--- src/hdl/egcd_pkg.sv ---
// shared constants, types and controller states for the extended gcd core
`default_nettype none
package egcd_pkg;

    localparam int VALUE_BITS = 31;
    localparam int COEF_BITS  = VALUE_BITS + 1;
    localparam int SUM_BITS   = VALUE_BITS + 2;
    localparam int CNT_BITS   = $clog2(VALUE_BITS);
    localparam logic [CNT_BITS-1:0] CNT_LAST = CNT_BITS'(VALUE_BITS - 1);

    typedef enum logic [2:0] {
        ST_IDLE,
        ST_CHECK,
        ST_DIV,
        ST_UPDATE,
        ST_INV_SUM,
        ST_INV_RED1,
        ST_INV_RED2,
        ST_DONE
    } egcd_state_t;

    typedef struct packed {
        logic load;
        logic div_init;
        logic div_step;
        logic update;
        logic inv_sum;
        logic inv_red;
        logic out_load;
    } egcd_cmd_t;

    typedef struct packed {
        logic a_zero;
        logic out_busy;
    } egcd_status_t;

endpackage
`default_nettype wire

--- src/hdl/egcd_datapath.sv ---
// datapath: operands, bit-serial divider with quotient-times-coefficient accumulators, output register
`default_nettype none
module egcd_datapath
    import egcd_pkg::*;
(
    input  wire logic                         clk,
    input  wire logic                         rst_n,
    input  wire egcd_cmd_t                    cmd,
    output egcd_status_t                      status,
    input  wire logic [VALUE_BITS-1:0]        value_a,
    input  wire logic [VALUE_BITS-1:0]        modulus_b,
    input  wire logic                         out_stall,
    output logic                              out_valid,
    output logic [VALUE_BITS-1:0]             gcd_value,
    output logic signed [COEF_BITS-1:0]       coef_a,
    output logic signed [COEF_BITS-1:0]       coef_b,
    output logic [VALUE_BITS-1:0]             inverse
);

    logic [VALUE_BITS-1:0] a_reg, b_reg, m_reg, shift_reg, part_reg;
    logic [COEF_BITS-1:0]  xa_reg, ya_reg, xb_reg, yb_reg, accx_reg, accy_reg;
    logic [SUM_BITS-1:0]   s_reg;
    logic                  out_valid_reg;

    logic [VALUE_BITS:0]   trial;
    logic [VALUE_BITS:0]   diff;
    logic                  qbit;
    logic [SUM_BITS-1:0]   m_ext;

    always_comb
    begin
        trial = {part_reg, shift_reg[VALUE_BITS-1]};
        diff  = trial - {1'b0, a_reg};
        qbit  = (trial >= {1'b0, a_reg});
        m_ext = {2'b00, m_reg};
    end

    always_ff @(posedge clk)
    begin
        if (cmd.load)
        begin
            a_reg  <= value_a;
            b_reg  <= modulus_b;
            m_reg  <= modulus_b;
            xa_reg <= COEF_BITS'(1);
            ya_reg <= '0;
            xb_reg <= '0;
            yb_reg <= COEF_BITS'(1);
        end
        if (cmd.div_init)
        begin
            part_reg  <= '0;
            shift_reg <= b_reg;
            accx_reg  <= '0;
            accy_reg  <= '0;
        end
        if (cmd.div_step)
        begin
            part_reg  <= qbit ? diff[VALUE_BITS-1:0] : trial[VALUE_BITS-1:0];
            shift_reg <= {shift_reg[VALUE_BITS-2:0], 1'b0};
            accx_reg  <= {accx_reg[COEF_BITS-2:0], 1'b0} + (qbit ? xa_reg : '0);
            accy_reg  <= {accy_reg[COEF_BITS-2:0], 1'b0} + (qbit ? ya_reg : '0);
        end
        if (cmd.update)
        begin
            xa_reg <= xb_reg - accx_reg;
            ya_reg <= yb_reg - accy_reg;
            xb_reg <= xa_reg;
            yb_reg <= ya_reg;
            b_reg  <= a_reg;
            a_reg  <= part_reg;
        end
        if (cmd.inv_sum)
        begin
            s_reg <= {xb_reg[COEF_BITS-1], xb_reg} + m_ext;
        end
        if (cmd.inv_red)
        begin
            if (s_reg >= m_ext)
            begin
                s_reg <= s_reg - m_ext;
            end
        end
        if (cmd.out_load)
        begin
            gcd_value <= b_reg;
            coef_a    <= xb_reg;
            coef_b    <= yb_reg;
            inverse   <= (m_reg == '0) ? '0 : s_reg[VALUE_BITS-1:0];
        end
    end

    always_ff @(posedge clk or negedge rst_n)
    begin
        if (!rst_n)
        begin
            out_valid_reg <= 1'b0;
        end
        else if (cmd.out_load)
        begin
            out_valid_reg <= 1'b1;
        end
        else if (!out_stall)
        begin
            out_valid_reg <= 1'b0;
        end
    end

    assign out_valid       = out_valid_reg;
    assign status.a_zero   = (a_reg == '0);
    assign status.out_busy = out_valid_reg && out_stall;

endmodule
`default_nettype wire

--- src/hdl/egcd_controller.sv ---
// controller: sequences load, division rounds, coefficient updates and inverse reduction
`default_nettype none
module egcd_controller
    import egcd_pkg::*;
(
    input  wire logic         clk,
    input  wire logic         rst_n,
    input  wire logic         in_valid,
    output logic              in_stall,
    input  wire egcd_status_t status,
    output egcd_cmd_t         cmd
);

    egcd_state_t         state_reg, state_next;
    logic [CNT_BITS-1:0] cnt_reg, cnt_next;

    always_ff @(posedge clk or negedge rst_n)
    begin
        if (!rst_n)
        begin
            state_reg <= ST_IDLE;
            cnt_reg   <= '0;
        end
        else
        begin
            state_reg <= state_next;
            cnt_reg   <= cnt_next;
        end
    end

    // next state
    always_comb
    begin
        state_next = state_reg;
        cnt_next   = cnt_reg;
        case (state_reg)
            ST_IDLE:
            begin
                if (in_valid)
                begin
                    state_next = ST_CHECK;
                end
            end
            ST_CHECK:
            begin
                if (status.a_zero)
                begin
                    state_next = ST_INV_SUM;
                end
                else
                begin
                    state_next = ST_DIV;
                    cnt_next   = CNT_LAST;
                end
            end
            ST_DIV:
            begin
                if (cnt_reg == '0)
                begin
                    state_next = ST_UPDATE;
                end
                else
                begin
                    cnt_next = cnt_reg - CNT_BITS'(1);
                end
            end
            ST_UPDATE:   state_next = ST_CHECK;
            ST_INV_SUM:  state_next = ST_INV_RED1;
            ST_INV_RED1: state_next = ST_INV_RED2;
            ST_INV_RED2: state_next = ST_DONE;
            ST_DONE:
            begin
                if (!status.out_busy)
                begin
                    state_next = ST_IDLE;
                end
            end
            default:     state_next = ST_IDLE;
        endcase
    end

    // outputs
    always_comb
    begin
        cmd      = '0;
        in_stall = 1'b1;
        case (state_reg)
            ST_IDLE:
            begin
                in_stall = 1'b0;
                cmd.load = in_valid;
            end
            ST_CHECK:    cmd.div_init = !status.a_zero;
            ST_DIV:      cmd.div_step = 1'b1;
            ST_UPDATE:   cmd.update   = 1'b1;
            ST_INV_SUM:  cmd.inv_sum  = 1'b1;
            ST_INV_RED1: cmd.inv_red  = 1'b1;
            ST_INV_RED2: cmd.inv_red  = 1'b1;
            ST_DONE:     cmd.out_load = !status.out_busy;
            default:     cmd          = '0;
        endcase
    end

endmodule
`default_nettype wire

--- src/hdl/extended_gcd_mod_inverse_core.sv ---
// top level of the extended gcd and modular inverse core
// sequence: per euclid round a check, a bit-serial division at one quotient bit per cycle and an
// update; when a reaches zero, an inverse sum and its reduction, then the result is loaded into
// the output register once that register is no longer held by out_stall
// throughput: one transaction at a time; the next input is taken while a result waits
// reset: rst_n clears the controller and the output valid flag, payload is not reset
`default_nettype none
module extended_gcd_mod_inverse_core
    import egcd_pkg::*;
(
    input  wire logic                   clk,
    input  wire logic                   rst_n,
    input  wire logic                   in_valid,
    output logic                        in_stall,
    input  wire logic [VALUE_BITS-1:0]  value_a,
    input  wire logic [VALUE_BITS-1:0]  modulus_b,
    output logic                        out_valid,
    input  wire logic                   out_stall,
    output logic [VALUE_BITS-1:0]       gcd_value,
    output logic signed [COEF_BITS-1:0] coef_a,
    output logic signed [COEF_BITS-1:0] coef_b,
    output logic [VALUE_BITS-1:0]       inverse
);

    egcd_cmd_t    cmd;
    egcd_status_t status;

    egcd_controller u_ctrl (
        .clk      (clk),
        .rst_n    (rst_n),
        .in_valid (in_valid),
        .in_stall (in_stall),
        .status   (status),
        .cmd      (cmd)
    );

    egcd_datapath u_dp (
        .clk       (clk),
        .rst_n     (rst_n),
        .cmd       (cmd),
        .status    (status),
        .value_a   (value_a),
        .modulus_b (modulus_b),
        .out_stall (out_stall),
        .out_valid (out_valid),
        .gcd_value (gcd_value),
        .coef_a    (coef_a),
        .coef_b    (coef_b),
        .inverse   (inverse)
    );

endmodule
`default_nettype wire
--- config.mk ---
export PLATFORM = sky130hd
export DESIGN_NAME = extended_gcd_mod_inverse_core
export DESIGN_NICKNAME = d
export VERILOG_FILES = /design/src/hdl/egcd_pkg.sv /design/src/hdl/egcd_datapath.sv /design/src/hdl/egcd_controller.sv /design/src/hdl/extended_gcd_mod_inverse_core.sv
export SDC_FILE = /design/constraint.sdc
export NUM_CORES = 1
export LEC_CHECK = 0
export ABC_AREA = 0
export BUFFER_PORTS_ARGS = -buffer_cell sky130_fd_sc_hd__buf_2
export CORE_UTILIZATION = 35
export DETAILED_ROUTE_END_ITERATION = 6
export REMOVE_ABC_BUFFERS = 1
export SLEW_MARGIN = 20
export SYNTH_ARGS = -nofsm -noshare
export SYNTH_HDL_FRONTEND = slang
export SYNTH_HIERARCHICAL = 1
export SYNTH_SLANG_ARGS = --single-unit
--- constraint.sdc ---
create_clock -name clk -period 10.65 [get_ports clk]
set_input_delay 1.5975 -clock clk [delete_from_list [all_inputs] [get_ports clk]]
set_output_delay 1.5975 -clock clk [all_outputs]
set_load 0.01 [all_outputs]
==> run metrics <==
Starting Density 0.354; RSZ-0062 raised after global routing false; CP delay by family, top compound AO/OA/AOI/OAI gates; Final Hold Viols 0; Die X 296 um; die height 296 um; post_cts resized 0; Seq/Total Area, Yosys 0.500; CTS tree built; Avg Inst Size Synth 10.9 um2; WP buf/inv 2; pin count of the biggest net entering global routing around 140; initial antenna violation count 6; Total Die Area ~87000 um2; Reg2Reg Launch Point u_dp/a_reg[11]; final core occ 0.405; worst skew pair latency between 600 and 700 ps; Synth Warn # 6; RePlAce Congestion about 0.91; final net count 3253; EDFF count, synth around 470; cell count along the critical path 22; HPWL Detailed around 60 mm; Synth area leaders edfxtp_1 (47%), ha_1 (9.0%), a21oi_1 (3.2%), nor2_1 (3.1%), and2_1 (3.0%); kind of critical path register to register; Max Root-Sink Buffers 3; vias per inst between 5 and 6; Post-Route WL slightly above 80 mm; Clock Tree Root clkbuf_16; async set-reset flop share out of synthesis 0.0175; Synth top area share 0.469; IO Port Bufs 193; endpoint class of the critical path register; synth unique cells 82; largest area contributor in the netlist edfxtp_1; Via Count ~22000; slew at the pin closest to its max-slew limit 998 ps; first-pass GRT wire length roughly 120 mm; Post-Syn Area approximately 30000 um2; startpoint types register; Mapped Cells between 2000 and 3000; HP Class register to register; Slew headroom 0.335; gr ovfl total 0; ant diodes 0; Crit path top cell by count o21ai_0; Filler cells between 8000 and 9000; cell-by-cell trace of the critical path inv_1 > ha_1 > nand2_1 > o21ai_0 > o41ai_1 > nor3_1 > nor4_1 > o21ai_4 > buf_4 > and2_1 > ha_1 > fa_1 > a21oi_1 > o211ai_1 > o211ai_1 > o31ai_1 > a311oi_1 > o21ai_0 > a21oi_1 > o2111ai_1 > a2111o_1 > o21ai_0; Clock Skew 59.3 ps; Crit path largest cell delay approximately 630 ps; final antenna-violating net count 0; DRC Markers 0; max reg flops 33; multi-input logic area about 14000 um2; Final setup viols 0; outcome complete, no violations; Worst-path clk slew 60 ps; register bit total from synthesis 515; # H-tree levels 2; fin crit period a little over 6000 ps; Seq. cell area ~15000 um2; fraction of layout cells with a size suffix above 1 0.134; FP Rows about 110; slowest CP cell nor4_1; DR WL/cell ~20 um; crit path launch u_dp/a_reg[11]; ratio of final minimum period to clock period 0.568; Max Cap Viol 0; Final Max Slew Viols 0; hold_buf cts 0; clock sink count just over 500; fmax roughly 170 MHz; drt initial violations between 1500 and 2000; vias in the first global route between 20000 and 25000; R2R depth 22; top fanout value on the critical path 62; reg-to-reg slack, setup roughly 4600 ps; I/O pin count between 150 and 200; Main synth FF type edfxtp_1; Critical Path RT 11150 ps; drt first pass iters 6; CP Capture Point u_dp/accx_reg[31]; core outline area 85300 um2; r2r endpoint u_dp/accx_reg[31]; CP arrival ~6600 ps; Post-CTS Setup Repair Bufs 0; CTS buffer count 59; setup TNS 0 ps; Total Routing Usage GR 0.185; P&R area growth vs syn 14.4%
layout make-up:
class                      count  area share
sequential                   515       0.437
multi-input combinational   2003       0.411
clock buffer                  68      0.0440
tap                         1144      0.0414
timing repair buffer         210      0.0320
inverter                     175      0.0190
clock inverter                42      0.0161
kinds of logic after synthesis:
family                   synth area share
AO/OA/AOI/OAI                       0.151
XOR/XNOR                           0.0502
adder cells (fa/ha/maj)            0.0942
buffers and inverters              0.0323
flip-flops                          0.500
multiplexers                       0.0356
AND/OR/NAND/NOR                     0.137
through the flow:
step,area [um2],instances,setup WS (ps),hold WS [ps]
CTS,34500,4157,4590,455
global route,34500,4157,4080,472
finish,34500,4157,4600,459
global placement,32500,4047,4690,439
floorplan,29900,2693,2840,426
detailed placement,32500,4047,4600,440
cells in the mapped netlist, types with 7 or more instances:
cell / instances
a2111oi_0: 8
a211o_1: 9
a211oi_1: 35
a21boi_0: 14
a21o_1: 97
a21oi_1: 194
a22o_1: 30
a31oi_1: 22
and2_1: 144
and3_1: 16
clkbuf_1: 69
dfrtp_1: 9
dfxtp_1: 34
edfxtp_1: 472
fa_1: 7
ha_1: 216
inv_1: 173
mux2_2: 62
mux2i_1: 35
nand2_1: 118
nand2b_1: 38
nand3_1: 34
nand4_1: 25
nor2_1: 253
nor2b_1: 72
nor3_1: 48
nor3b_1: 7
nor4_1: 17
o211ai_1: 19
o21a_1: 34
o21ai_0: 134
o21bai_1: 18
o31a_1: 7
o31ai_1: 9
or3_1: 14
xnor2_1: 98
xor2_1: 75
layer usage:
metal / vias up / part of all wire / GRT usage
met3: 107 / 0.053 / 0.0245
met4: 0 / 0.025 / 0.0535
met5: - / 0 / 0
met1: 10400 / 0.46 / 0.260
met2: 550 / 0.46 / 0.298
li1: 10600 / - / -
how the worst min path moves through the flow:
stage | start | to | cells after the start
2_1_floorplan | u_dp/b_reg[0] | u_dp/gcd_value[0] | 0
3_3_place_gp | u_dp/b_reg[12] | u_dp/gcd_value[12] | 0
3_5_place_dp | u_dp/b_reg[11] | u_dp/gcd_value[11] | 0
4_1_cts | u_dp/b_reg[11] | u_dp/gcd_value[11] | 0
5_1_grt | u_dp/b_reg[14] | u_dp/gcd_value[14] | 0
6_report | u_dp/b_reg[27] | u_dp/gcd_value[27] | 0
cells in the final DEF (no fill, tap or decap), drive strengths merged, types with 14 or more instances in the layout:
cell type	netlist	layout
edfxtp	472	472
nor2	253	253
ha	216	216
buf	12	210
a21oi	197	197
inv	175	177
and2	145	145
o21ai	137	137
nand2	118	118
xnor2	98	98
a21o	97	97
xor2	75	75
nor2b	73	73
clkbuf	69	68
mux2	64	64
nor3	48	48
nand2b	38	38
mux2i	35	35
a211oi	35	35
nand3	34	34
dfxtp	34	34
o21a	34	34
a22o	30	30
nand4	25	25
a31oi	23	23
clkinv	0	22
o211ai	19	19
o21bai	18	18
nor4	17	17
and3	16	16
a21boi	15	15
or3	14	14
worst register-to-register path, delay by kind of cell, from the launching register on:
kind / cells / cell delay (ps)
flops: 1 / 380
simple gates: 4 / 1110
compound gates: 13 / 3040
fa+ha+maj: 3 / 1010
buf+inv: 2 / 370
Power is not shown: default switching activity piles up to over one toggle a cycle in this logic, so the estimate is an artifact.
